[config.mk]
export PLATFORM = sky130hd
export DESIGN_NAME = gzip_header_parser_core
export DESIGN_NICKNAME = d
export VERILOG_FILES = /design/src/gzhp_pkg.sv /design/src/gzip_header_parser_core.sv
export SDC_FILE = /design/constraint.sdc
export NUM_CORES = 1
export LEC_CHECK = 0
export BUFFER_PORTS_ARGS = -buffer_cell sky130_fd_sc_hd__buf_2
export CORE_UTILIZATION = 54
export DETAILED_ROUTE_END_ITERATION = 8
export PLACE_DENSITY = 0.81
export SYNTH_ARGS = -nofsm -noshare
export SYNTH_HDL_FRONTEND = slang
export SYNTH_SLANG_ARGS = --single-unit
[constraint.sdc]
create_clock -name clk -period 6.5 [get_ports clk]
set_clock_uncertainty 0.15 [all_clocks]
set_input_delay 0.65 -clock clk [delete_from_list [all_inputs] [get_ports clk]]
set_output_delay 0.65 -clock clk [all_outputs]
set_load 0.05 [all_outputs]
[src/gzhp_pkg.sv]
// Shared types, constants and phase skip logic for the gzip header parser.
`default_nettype none
package gzhp_pkg;

    localparam int unsigned MAX_STRING  = 4096;
    localparam int unsigned STR_W       = 13;
    localparam int unsigned OFFSET_W    = 17;
    localparam int unsigned FIXED_LEN   = 10;
    localparam int unsigned TRAILER_LEN = 8;

    localparam logic [STR_W-1:0] STR_CAP = STR_W'(MAX_STRING);

    // header flag bit positions
    localparam int unsigned FL_HCRC_BIT    = 1;
    localparam int unsigned FL_EXTRA_BIT   = 2;
    localparam int unsigned FL_NAME_BIT    = 3;
    localparam int unsigned FL_COMMENT_BIT = 4;

    // compression method codes
    localparam logic [7:0] CM_DEFLATE = 8'd8;
    localparam logic [7:0] CM_STORED  = 8'd0;
    localparam logic [1:0] METHOD_DEFLATE = 2'd0;
    localparam logic [1:0] METHOD_STORED  = 2'd1;
    localparam logic [1:0] METHOD_UNKNOWN = 2'd2;

    typedef enum logic [2:0] {
        PH_FIXED,
        PH_XLEN,
        PH_EXTRA,
        PH_NAME,
        PH_COMMENT,
        PH_HCRC,
        PH_DATA
    } phase_t;

    typedef struct packed {
        logic [7:0] data_byte;
        logic       last_byte;
    } gzhp_in_t;

    typedef struct packed {
        logic [1:0]          method_code;
        logic [7:0]          flag_bits;
        logic [31:0]         mod_time;
        logic [7:0]          extra_flags;
        logic [7:0]          os_code;
        logic [STR_W-1:0]    name_length;
        logic [STR_W-1:0]    comment_length;
        logic [OFFSET_W-1:0] payload_offset;
        logic                header_truncated;
        logic                trailer_present;
        logic [31:0]         stored_crc;
        logic [31:0]         original_size;
    } gzhp_out_t;

    // First section at or after p that is actually present in the stream.
    function automatic phase_t skip_phase(phase_t p, logic [7:0] flags, logic extra_zero);
        phase_t q;
        q = p;
        if (q == PH_XLEN && !flags[FL_EXTRA_BIT])
            q = PH_NAME;
        if (q == PH_EXTRA && extra_zero)
            q = PH_NAME;
        if (q == PH_NAME && !flags[FL_NAME_BIT])
            q = PH_COMMENT;
        if (q == PH_COMMENT && !flags[FL_COMMENT_BIT])
            q = PH_HCRC;
        if (q == PH_HCRC && !flags[FL_HCRC_BIT])
            q = PH_DATA;
        return q;
    endfunction

endpackage
`default_nettype wire

[src/gzip_header_parser_core.sv]
// Top level of the gzip member header parser: byte intake, parse state and result register.
//
// Usage: one gzip member is fed as a stream of bytes on the src channel
// (src_valid / src_stall / src_item). Each item carries one stream byte and
// a flag that marks the final byte of the member. Bytes without that flag
// produce nothing; the final byte produces one result item on the res
// channel holding the header fields, name and comment lengths, the payload
// offset and the trailer CRC32 / ISIZE.
// Timing: an item is captured in an input register; from there the parse
// state is updated and, for the final byte, the result register is loaded,
// which drives res_valid / res_item directly.
// One byte per cycle is accepted while src_stall is low; the parse
// registers take one state update per processed byte.
// src_stall rises only when a final byte waits in the input register while
// the previous result is still held under res_stall; ordinary bytes keep
// flowing while a result waits.
// Reset clears all parse state to the start of a new member and empties
// both registers. After each final byte the parser returns to that state.
`default_nettype none
module gzip_header_parser_core (
    input  wire logic              clk,
    input  wire logic              rst_n,
    input  wire logic              src_valid,
    output      logic              src_stall,
    input  wire gzhp_pkg::gzhp_in_t  src_item,
    output      logic              res_valid,
    input  wire logic              res_stall,
    output      gzhp_pkg::gzhp_out_t res_item
);
    import gzhp_pkg::*;

    // input register
    logic     in_valid_reg;
    gzhp_in_t in_item_reg;

    // parse state
    phase_t              phase_reg,   phase_next;
    logic [3:0]          fcount_reg,  fcount_next;
    logic [7:0]          flags_reg,   flags_next;
    logic [1:0]          method_reg,  method_next;
    logic [31:0]         time_reg,    time_next;
    logic [7:0]          xfl_reg,     xfl_next;
    logic [7:0]          os_reg,      os_next;
    logic [15:0]         extra_reg,   extra_next;
    logic [STR_W-1:0]    name_reg,    name_next;
    logic [STR_W-1:0]    comment_reg, comment_next;
    logic [OFFSET_W-1:0] offset_reg,  offset_next;
    logic [31:0]         count_reg,   count_next;
    logic [63:0]         tail_reg,    tail_next;

    // result register
    logic      res_valid_reg;
    gzhp_out_t res_item_reg;
    gzhp_out_t result;

    logic       proc_ok;
    logic       take_in;
    logic [7:0] c;
    logic [STR_W-1:0] name_inc;
    logic [STR_W-1:0] comment_inc;
    logic [15:0]      extra_dec;
    logic             complete;
    logic [31:0]      off_limit;

    assign c           = in_item_reg.data_byte;
    assign name_inc    = name_reg + STR_W'(1);
    assign comment_inc = comment_reg + STR_W'(1);
    assign extra_dec   = (extra_reg != 16'd0) ? extra_reg - 16'd1 : extra_reg;

    // a final byte can only be processed when the result register is free
    assign proc_ok   = in_valid_reg &&
                       (!in_item_reg.last_byte || !res_valid_reg || !res_stall);
    assign take_in   = !in_valid_reg || proc_ok;
    assign src_stall = !take_in;

    // next phase
    always_comb
    begin
        phase_next = phase_reg;
        unique case (phase_reg)
            PH_FIXED:
            begin
                if (fcount_reg == 4'(FIXED_LEN - 1))
                    phase_next = skip_phase(PH_XLEN, flags_reg, 1'b0);
            end
            PH_XLEN:
            begin
                if (fcount_reg != 4'd0)
                    phase_next = skip_phase(PH_EXTRA, flags_reg,
                                            ({c, extra_reg[7:0]} == 16'd0));
            end
            PH_EXTRA:
            begin
                if (extra_dec == 16'd0)
                    phase_next = skip_phase(PH_NAME, flags_reg, 1'b0);
            end
            PH_NAME:
            begin
                if (c == 8'd0 || name_inc >= STR_CAP)
                    phase_next = skip_phase(PH_COMMENT, flags_reg, 1'b0);
            end
            PH_COMMENT:
            begin
                if (c == 8'd0 || comment_inc >= STR_CAP)
                    phase_next = skip_phase(PH_HCRC, flags_reg, 1'b0);
            end
            PH_HCRC:
            begin
                if (fcount_reg != 4'd0)
                    phase_next = PH_DATA;
            end
            PH_DATA:
            begin
                phase_next = PH_DATA;
            end
            default:
            begin
                phase_next = PH_FIXED;
            end
        endcase
    end

    // field registers
    always_comb
    begin
        fcount_next  = fcount_reg;
        flags_next   = flags_reg;
        method_next  = method_reg;
        time_next    = time_reg;
        xfl_next     = xfl_reg;
        os_next      = os_reg;
        extra_next   = extra_reg;
        name_next    = name_reg;
        comment_next = comment_reg;
        offset_next  = offset_reg;
        count_next   = (count_reg != 32'hFFFF_FFFF) ? count_reg + 32'd1 : count_reg;
        tail_next    = {tail_reg[55:0], c};

        unique case (phase_reg)
            PH_FIXED:
            begin
                unique case (fcount_reg)
                    4'd2:
                    begin
                        if (c == CM_DEFLATE)
                            method_next = METHOD_DEFLATE;
                        else if (c == CM_STORED)
                            method_next = METHOD_STORED;
                        else
                            method_next = METHOD_UNKNOWN;
                    end
                    4'd3: flags_next = c;
                    4'd4: time_next[7:0]   = c;
                    4'd5: time_next[15:8]  = c;
                    4'd6: time_next[23:16] = c;
                    4'd7: time_next[31:24] = c;
                    4'd8: xfl_next = c;
                    4'd9: os_next  = c;
                    default: ;
                endcase
            end
            PH_XLEN:
            begin
                if (fcount_reg == 4'd0)
                    extra_next = {8'd0, c};
                else
                    extra_next = {c, extra_reg[7:0]};
            end
            PH_EXTRA:
            begin
                extra_next = extra_dec;
            end
            PH_NAME:
            begin
                if (c != 8'd0)
                    name_next = name_inc;
            end
            PH_COMMENT:
            begin
                if (c != 8'd0)
                    comment_next = comment_inc;
            end
            default: ;
        endcase

        if (phase_next != phase_reg)
            fcount_next = 4'd0;
        else if (phase_reg == PH_FIXED || phase_reg == PH_XLEN || phase_reg == PH_HCRC)
            fcount_next = fcount_reg + 4'd1;

        if (phase_next == PH_DATA && phase_reg != PH_DATA)
            offset_next = count_next[OFFSET_W-1:0];
    end

    // result built from the state as it stands after the final byte
    assign complete  = (phase_next == PH_DATA);
    assign off_limit = 32'(offset_next) + 32'(TRAILER_LEN);

    always_comb
    begin
        result.method_code      = method_next;
        result.flag_bits        = flags_next;
        result.mod_time         = time_next;
        result.extra_flags      = xfl_next;
        result.os_code          = os_next;
        result.name_length      = name_next;
        result.comment_length   = comment_next;
        result.payload_offset   = complete ? offset_next : count_next[OFFSET_W-1:0];
        result.header_truncated = !complete;
        result.trailer_present  = complete && (count_next >= off_limit);
        if (result.trailer_present)
        begin
            result.stored_crc    = {tail_next[39:32], tail_next[47:40],
                                    tail_next[55:48], tail_next[63:56]};
            result.original_size = {tail_next[7:0], tail_next[15:8],
                                    tail_next[23:16], tail_next[31:24]};
        end
        else
        begin
            result.stored_crc    = 32'd0;
            result.original_size = 32'd0;
        end
    end

    always_ff @(posedge clk or negedge rst_n)
    begin
        if (!rst_n)
        begin
            in_valid_reg <= 1'b0;
        end
        else if (take_in)
        begin
            in_valid_reg <= src_valid;
        end
    end

    always_ff @(posedge clk)
    begin
        if (take_in && src_valid)
            in_item_reg <= src_item;
    end

    always_ff @(posedge clk or negedge rst_n)
    begin
        if (!rst_n)
        begin
            phase_reg   <= PH_FIXED;
            fcount_reg  <= '0;
            flags_reg   <= '0;
            method_reg  <= '0;
            time_reg    <= '0;
            xfl_reg     <= '0;
            os_reg      <= '0;
            extra_reg   <= '0;
            name_reg    <= '0;
            comment_reg <= '0;
            offset_reg  <= '0;
            count_reg   <= '0;
            tail_reg    <= '0;
        end
        else if (proc_ok)
        begin
            if (in_item_reg.last_byte)
            begin
                // member done: back to the start-of-member state
                phase_reg   <= PH_FIXED;
                fcount_reg  <= '0;
                flags_reg   <= '0;
                method_reg  <= '0;
                time_reg    <= '0;
                xfl_reg     <= '0;
                os_reg      <= '0;
                extra_reg   <= '0;
                name_reg    <= '0;
                comment_reg <= '0;
                offset_reg  <= '0;
                count_reg   <= '0;
                tail_reg    <= '0;
            end
            else
            begin
                phase_reg   <= phase_next;
                fcount_reg  <= fcount_next;
                flags_reg   <= flags_next;
                method_reg  <= method_next;
                time_reg    <= time_next;
                xfl_reg     <= xfl_next;
                os_reg      <= os_next;
                extra_reg   <= extra_next;
                name_reg    <= name_next;
                comment_reg <= comment_next;
                offset_reg  <= offset_next;
                count_reg   <= count_next;
                tail_reg    <= tail_next;
            end
        end
    end

    always_ff @(posedge clk or negedge rst_n)
    begin
        if (!rst_n)
        begin
            res_valid_reg <= 1'b0;
        end
        else if (proc_ok && in_item_reg.last_byte)
        begin
            res_valid_reg <= 1'b1;
        end
        else if (!res_stall)
        begin
            res_valid_reg <= 1'b0;
        end
    end

    always_ff @(posedge clk)
    begin
        if (proc_ok && in_item_reg.last_byte)
            res_item_reg <= result;
    end

    assign res_valid = res_valid_reg;
    assign res_item  = res_item_reg;

    // final byte always returns the parser to the start of a member
    a_restart: assert property (@(posedge clk) disable iff (!rst_n)
        proc_ok && in_item_reg.last_byte |=> phase_reg == PH_FIXED && count_reg == 32'd0)
        else $error("parser did not restart after final byte");

    // payload offset is only recorded on entry to the data section
    a_offset: assert property (@(posedge clk) disable iff (!rst_n)
        phase_reg != PH_DATA |-> offset_reg == '0)
        else $error("payload offset set before header end");

    // input side only blocks behind a held result
    a_stall: assert property (@(posedge clk) disable iff (!rst_n)
        src_stall |-> in_valid_reg && in_item_reg.last_byte && res_valid_reg && res_stall)
        else $error("input stalled without a blocked result");

    // a truncated header can never report a trailer
    a_trunc: assert property (@(posedge clk) disable iff (!rst_n)
        res_valid_reg && res_item_reg.header_truncated |-> !res_item_reg.trailer_present)
        else $error("trailer reported on truncated header");

    a_fcount: assert property (@(posedge clk) disable iff (!rst_n)
        fcount_reg < 4'(FIXED_LEN))
        else $error("field counter out of range");

endmodule
`default_nettype wire

=== After elaboration in Yosys (flattened, before gate mapping) ===
Cells that the tools add are included.

* Mux-type cells: 81
* $add $sub $neg: 6
* Equal/unequal tests: 30
* Reduce and logical (&&, ||, !) cells: 43
* $lt $le $gt $ge: 3

{| class="wikitable"
|+ Operators by type and width
! operator !! count
|-
| 32-bit 2-to-1 mux || 4
|-
| 3-bit 2-to-1 mux || 35
|-
| 8-bit 2-to-1 mux || 13
|-
| 13-bit 2-to-1 mux || 6
|-
| 56-bit 2-to-1 mux || 1
|-
| 17-bit 2-to-1 mux || 3
|-
| 16-bit 2-to-1 mux || 3
|-
| 3-bit equality test (second input constant) || 11
|-
| 32-bit by 1-bit adder with 32-bit output (second input constant) || 1
|-
| 32-bit by 18-bit greater-or-equal comparator with 1-bit output || 1
|-
| 16-bit logical NOT || 2
|-
| 32-bit != test (second input constant) || 1
|-
| 16-bit one-hot mux with 2 select lines || 1
|-
| 13-bit by 1-bit adder with 13-bit output (second input constant) || 2
|-
| 13-bit greater-or-equal comparator (second input constant) || 2
|-
| 3-bit one-hot mux with 7 select lines || 1
|-
| 17-bit by 4-bit adder with 18-bit output (second input constant) || 1
|-
| 4-bit by 3-bit equality test with 1-bit output (second input constant) || 4
|-
| 16-bit nonzero test || 1
|-
| 16-bit by 1-bit subtractor with 16-bit output (second input constant) || 1
|-
| 1-bit logical AND || 14
|-
| 2-bit 2-to-1 mux || 7
|-
| 3-bit by 2-bit equality test with 1-bit output (second input constant) || 4
|-
| 4-bit 2-to-1 mux || 3
|-
| other kinds (19) || 41
|}

* Output and inout bits: 169
* Register bits: 390
* Input bits: 13
* Word-level logic and storage cells: 193

=== Logic depth before layout (Yosys ltp) ===
* Depth after elaboration: 25
* Depth in mapped cells: 29
* Gate-level depth less buffers: 25

=== Worst setup path after synthesis ===
No wires, ideal clock.

* Path type: register to register
* Start point: register extra_reg[0]
* End point: register res_item_reg (netlist bit res_item[54]) (data pin)
* Cell stages (with the launch flop): 30
* Setup slack: -380 ps
* Library setup time: 257 ps
* Clock period less this slack: 6,880 ps
* Required time: 6,093 ps
* Data arrival time: 6,473 ps
* Cells stage by stage: dfrtp_1 > inv_1 > ha_1 > or4b_1 > nor4_1 > mux2i_1 > nand4bb_1 > or4_4 > a221oi_2 > buf_2 > a21oi_1 > a21oi_1 > ha_1 > or4b_1 > clkbuf_1 > o31a_1 > nor3_1 > a21oi_1 > ha_1 > a21o_1 > a21o_1 > a21o_1 > a21oi_1 > o221ai_1 > a211oi_1 > nand4_1 > a311oi_1 > clkbuf_1 > buf_2 > nor2_1

* Longest elaborated chain between the ends: 25

{| class="wikitable"
|+ RTL lines
! what !! line !! source
|-
| start, declared || gzip_header_parser_core.sv:44 || <nowiki>logic [15:0] extra_reg, extra_next;</nowiki>
|-
| start signal, assigned || gzip_header_parser_core.sv:289 || <nowiki>extra_reg <= extra_next;</nowiki>
|-
| 16-bit logical NOT || gzip_header_parser_core.sv:90 || <nowiki>({c, extra_reg[7:0]} == 16'd0));</nowiki>
|-
| 1-bit 2-to-1 mux || gzhp_pkg.sv:62 || <nowiki>if (q == PH_EXTRA && extra_zero)</nowiki>
|-
| 3-bit 2-to-1 mux || gzip_header_parser_core.sv:88 || <nowiki>if (fcount_reg != 4'd0)</nowiki>
|-
| 3-bit 2-to-1 mux || gzip_header_parser_core.sv:80 || <nowiki>unique case (phase_reg)</nowiki>
|-
| 3-bit by 2-bit equality test with 1-bit output || gzhp_pkg.sv:64 || <nowiki>if (q == PH_NAME && !flags[FL_NAME_BIT])</nowiki>
|-
| 1-bit logical AND || gzhp_pkg.sv:64 ||
|-
| 3-bit 2-to-1 mux || gzhp_pkg.sv:64 ||
|-
| 3-bit 2-to-1 mux || gzip_header_parser_core.sv:88 ||
|-
| (+9 left out) || n/a ||
|-
| 3-bit 2-to-1 mux || gzip_header_parser_core.sv:88 ||
|-
| 3-bit one-hot mux with 7 select lines (*) || gzip_header_parser_core.sv:80 ||
|-
| 3-bit equality test (*) || gzip_header_parser_core.sv:191, gzip_header_parser_core.sv:196 ||
|-
| 1-bit logical AND || gzip_header_parser_core.sv:191 || <nowiki>if (phase_next == PH_DATA && phase_reg != PH_DATA)</nowiki>
|-
| 17-bit 2-to-1 mux || gzip_header_parser_core.sv:191 ||
|-
| 17-bit by 4-bit adder with 18-bit output || gzip_header_parser_core.sv:197 || <nowiki>assign off_limit = 32'(offset_next) + 32'(TRAILER_LEN);</nowiki>
|-
| 32-bit by 18-bit greater-or-equal comparator with 1-bit output || gzip_header_parser_core.sv:210 || <nowiki>result.trailer_present = complete && (count_next >= off_limit);</nowiki>
|-
| 1-bit logical AND (*) || gzip_header_parser_core.sv:210 ||
|-
| end signal, assigned || gzip_header_parser_core.sv:318 || <nowiki>res_item_reg <= result;</nowiki>
|-
| end, declared || gzip_header_parser_core.sv:53 || <nowiki>gzhp_out_t res_item_reg;</nowiki>
|}

Mark *: on every way between the ends. The rest lies on a longest branch, timed or not. The select of a mux whose other input is x is not followed.
A chain may end at the register's enable or synchronous reset.

=== Final worst setup path ===
* Start point: register extra_reg[12]
* End point: register res_item_reg (netlist bit res_item[44]) (data pin)

* Longest elaborated chain between the ends: 11

{| class="wikitable"
|+ RTL lines
! what !! line !! source
|-
| 16-bit by 1-bit subtractor with 16-bit output / 16-bit nonzero test (equally long branches) || gzip_header_parser_core.sv:68 || <nowiki>assign extra_dec = (extra_reg != 16'd0) ? extra_reg - 16'd1 : extra_reg;</nowiki>
|-
| 16-bit 2-to-1 mux (*) || gzip_header_parser_core.sv:68 ||
|-
| 16-bit logical NOT (*) || gzip_header_parser_core.sv:94 || <nowiki>if (extra_dec == 16'd0)</nowiki>
|-
| 3-bit 2-to-1 mux (*) || gzip_header_parser_core.sv:94 ||
|-
| 3-bit one-hot mux with 7 select lines (*) || gzip_header_parser_core.sv:80 ||
|-
| 3-bit equality test (*) || gzip_header_parser_core.sv:191, gzip_header_parser_core.sv:196 ||
|-
| 1-bit logical AND || gzip_header_parser_core.sv:191 ||
|-
| 17-bit 2-to-1 mux || gzip_header_parser_core.sv:191 ||
|-
| 17-bit by 4-bit adder with 18-bit output || gzip_header_parser_core.sv:197 ||
|-
| 32-bit by 18-bit greater-or-equal comparator with 1-bit output || gzip_header_parser_core.sv:210 ||
|-
| 1-bit logical AND (*) || gzip_header_parser_core.sv:210 ||
|}

Mark *: on every way between the ends. The rest lies on a longest branch, timed or not.

==> flow_summary.toml <==
[detailed_routing]
drtPass1Iterations = 5
routedWlPerCell_um = 20.18
remaining_drc_errors = 0
avgViaCountPerCell = 6.067
antenna_left = 0
finalWirelength_um = 49340
vias = 14840
drtIter0Drc = 1437

[placed_design]
dpl.hpwl_um = 30820
dp_cells = 2349
port_buffers = 181
gp_congestion = 0.9481

[floorplan]
dieArea_um2 = 35280
coreArea_um2 = 33780
die_h_um = 187.8
start_util_pct = 55.19
io_pins = 182
die_x_um = 187.8
floorplan.rows = 67

[flow_run]
max-cap-violations = 0

[global_routing]
grt_first_pass_wirelength_um = 77780
grt_overflow_total = 0
grtUsageTotal_pct = 27.72
grt_max_degree = 115
grt_pass1_vias = 14260
antenna_found_initial = 0

[clock_tree]
cts_tree = "yes"
clk_path_buf_depth = 3
cts_htree_levels = 2
cts_inserted_buffers = 40
numClockSinks = 390
cts_root_buf = "clkbuf_16"
clk_pin_slew_ns = 0.07
clk_latency_ns = 0.53

[sta]
tightestPinTransition_ns = 1.020
hold_viol = 0
finalSetupViolCount = 65
slew_headroom_pct = 32.03
fin_ws_ns = -0.3297
fmax_ghz = 0.1464
rsz0062_at_grt = "yes"
slew_viol_final = 0
period_share_pct = 105.1
finalCriticalPeriod_ns = 6.830

[synthesis]
async_flop_share_pct = 54.87
netlist_top_cells_area = "dfrtp_1, edfxtp_1, nand2_1"
syn-cell-area_um2 = 18650
syn_inst = 1735
ys_warn_count = 0
synth_top_flop_cell = "dfrtp_1"
synth_nets = 1775
avgSynthCellArea_um2 = 10.75
yosysUniqueCellTypes = 69
synth_top_area_share_pct = 28.72
synth_edf_count = 176
yosysTopAreaCell = "dfrtp_1"
ys_seq_elements = 390
yosysSeqAreaShare_pct = 57.06

[setup_path]
worst-path-max-fanout = 8
worstSetupPathType = "reg2reg"
critPathArrivalTime_ns = 6.96
cp-end-kind = "flip-flop"
critPathLaunchType = "flip-flop"
worstPathRequired_ns = 6.63

[layout]
fin_nets = 2006
antenna-diode-count = 0
syn2layout_area_growth_pct = 19.59
drive_above_1_share_pct = 23.84
fillers = 2534
final_cells = 2445
layout.area.seq_um2 = 10640
multi_input_area_um2 = 7642
final_util_pct = 66.01
largest_register_ff_count = 167

[status]
violations = "negative setup slack"
outcome = "finished with violations"

[pwr]
cellPowerDensity_nw_per_um2 = 330.5
p_leak_uw = 0.009959
finalPower_uw = 7371
irDropWorstVdd_v = 0.0002160

[worst_hold_path]
hold_path_class = "in2async"
final timing paths:
check	to	start	slack, ns	cells after the start
max	res_item[44]$_SDFFCE_PN0P_	extra_reg[12]$_DFFE_PN0P_	-0.33	26
min	time_reg[6]$_DFFE_PN0P_	rst_n	0.08	1
max reg2reg	res_item[44]$_SDFFCE_PN0P_	extra_reg[12]$_DFFE_PN0P_	-0.33	26
min reg2reg	tail_reg[50]$_DFFE_PN0P_	tail_reg[50]$_DFFE_PN0P_	0.33	2
max in group asynchronous	in_valid_reg$_DFFE_PN0N_	rst_n	4.47	2
min in group clk	c[5]$_DFFE_PP_	src_item[6]	0.14	1
critical path, stage by stage, from the launching register on:
cell       delay (ns)
dfrtp_1          0.37
or4_1            0.64
nor4_4           0.35
o2111ai_1        0.14
a211o_1          0.34
or4_4            0.45
a221oi_4         0.34
buf_4            0.18
a21oi_2          0.05
a21oi_2          0.15
ha_2             0.21
or4b_4           0.48
o31a_1           0.27
nor3_2           0.11
a21oi_1          0.06
ha_1             0.29
a21o_1           0.16
a21o_1           0.17
a21o_1           0.18
a21oi_2          0.13
o221ai_1         0.12
a211oi_1         0.22
nand4_1          0.22
a311oi_4         0.32
buf_6            0.21
clkbuf_16        0.20
nor2_1           0.06
final cells by class:
| type | count | area share [%] |
|---|---|---|
| repair buffers | 302 | 8.815 |
| inverters | 37 | 0.6228 |
| flip-flops and latches | 390 | 47.72 |
| clock buffers | 58 | 5.302 |
| multi-input cells | 1195 | 34.27 |
| well taps | 448 | 2.514 |
| clock inverters | 15 | 0.7519 |
stage by stage:
step | instance area [um2] | hold WS [ns] | setup slack [ns] | TNS, ns
2_1_floorplan | 18740 | 0.2044 | 0.008060 | 0
3_3_place_gp | 20540 | 0.2989 | -0.2084 | -13.19
3_5_place_dp | 20540 | 0.3143 | -0.4001 | -24.58
4_1_cts | 22170 | 0.1259 | -0.4612 | -27.79
5_1_grt | 22300 | 0.1298 | -0.5396 | -32.85
6_report | 22300 | 0.08225 | -0.3297 | -18.80
metal layers:
metal | global-route usage [%] | vias up | part of all wire, %
met4 | 10.54 | 0 | 3.6
met2 | 44.15 | 663 | 47
met5 | 0 | - | 0
li1 | - | 6753 | -
met1 | 37.53 | 7307 | 41
met3 | 5.690 | 112 | 8.1
synth_stat cells, types with 27 or more instances:
cell and count:
o21ai_0 89, ha_1 27, nor3_1 34, nand3b_1 66, nand3_1 46, xnor2_1 38, nor2_1 136, a21oi_1 58
clkbuf_1 91, nand2_1 275, edfxtp_1 176, mux2_2 65, dfrtp_1 214, a22o_1 80, inv_1 37
timing repair:
item	in CTS	in global routing
resized for setup	15	29
hold buffers	0	0
setup buffers	17	2
pin swaps	16	12
setup endpoints to repair	65	65
gates cloned	4	1
where the power goes:
group          switching, uW  leakage [uW]  internal, uW
registers                137       0.00466          2770
clock network            952      0.000660          1390
logic                   1270       0.00464           852
logic make-up after synthesis:
group | count (synthesis) | share of synthesized area, %
xor gates and xnor gates | 61 | 2.865
muxes | 72 | 4.301
DFF | 390 | 57.06
and+or+nand+nor | 689 | 17.92
AOI/OAI and AO/OA | 346 | 12.82
adders and majority gates | 27 | 1.812
buffers and inverters | 150 | 3.221
cell usage in the layout, fill, tap and decap left out, types with 21 or more instances in the layout:
master,synthesis,routed
a21o_1,21,21
a21oi_1,58,55
a22o_1,80,80
buf_2,15,180
buf_4,3,109
clkbuf_16,0,44
dfrtp_1,214,213
edfxtp_1,176,176
ha_1,27,25
inv_1,37,35
mux2_2,65,65
nand2_1,275,274
nand3_1,46,46
nand3b_1,66,66
nand4_1,24,24
nor2_1,136,122
nor3_1,34,32
o21ai_0,89,87
xnor2_1,38,38
xor2_1,23,23
No activity file was read; power rests on OpenSTA's default activity.
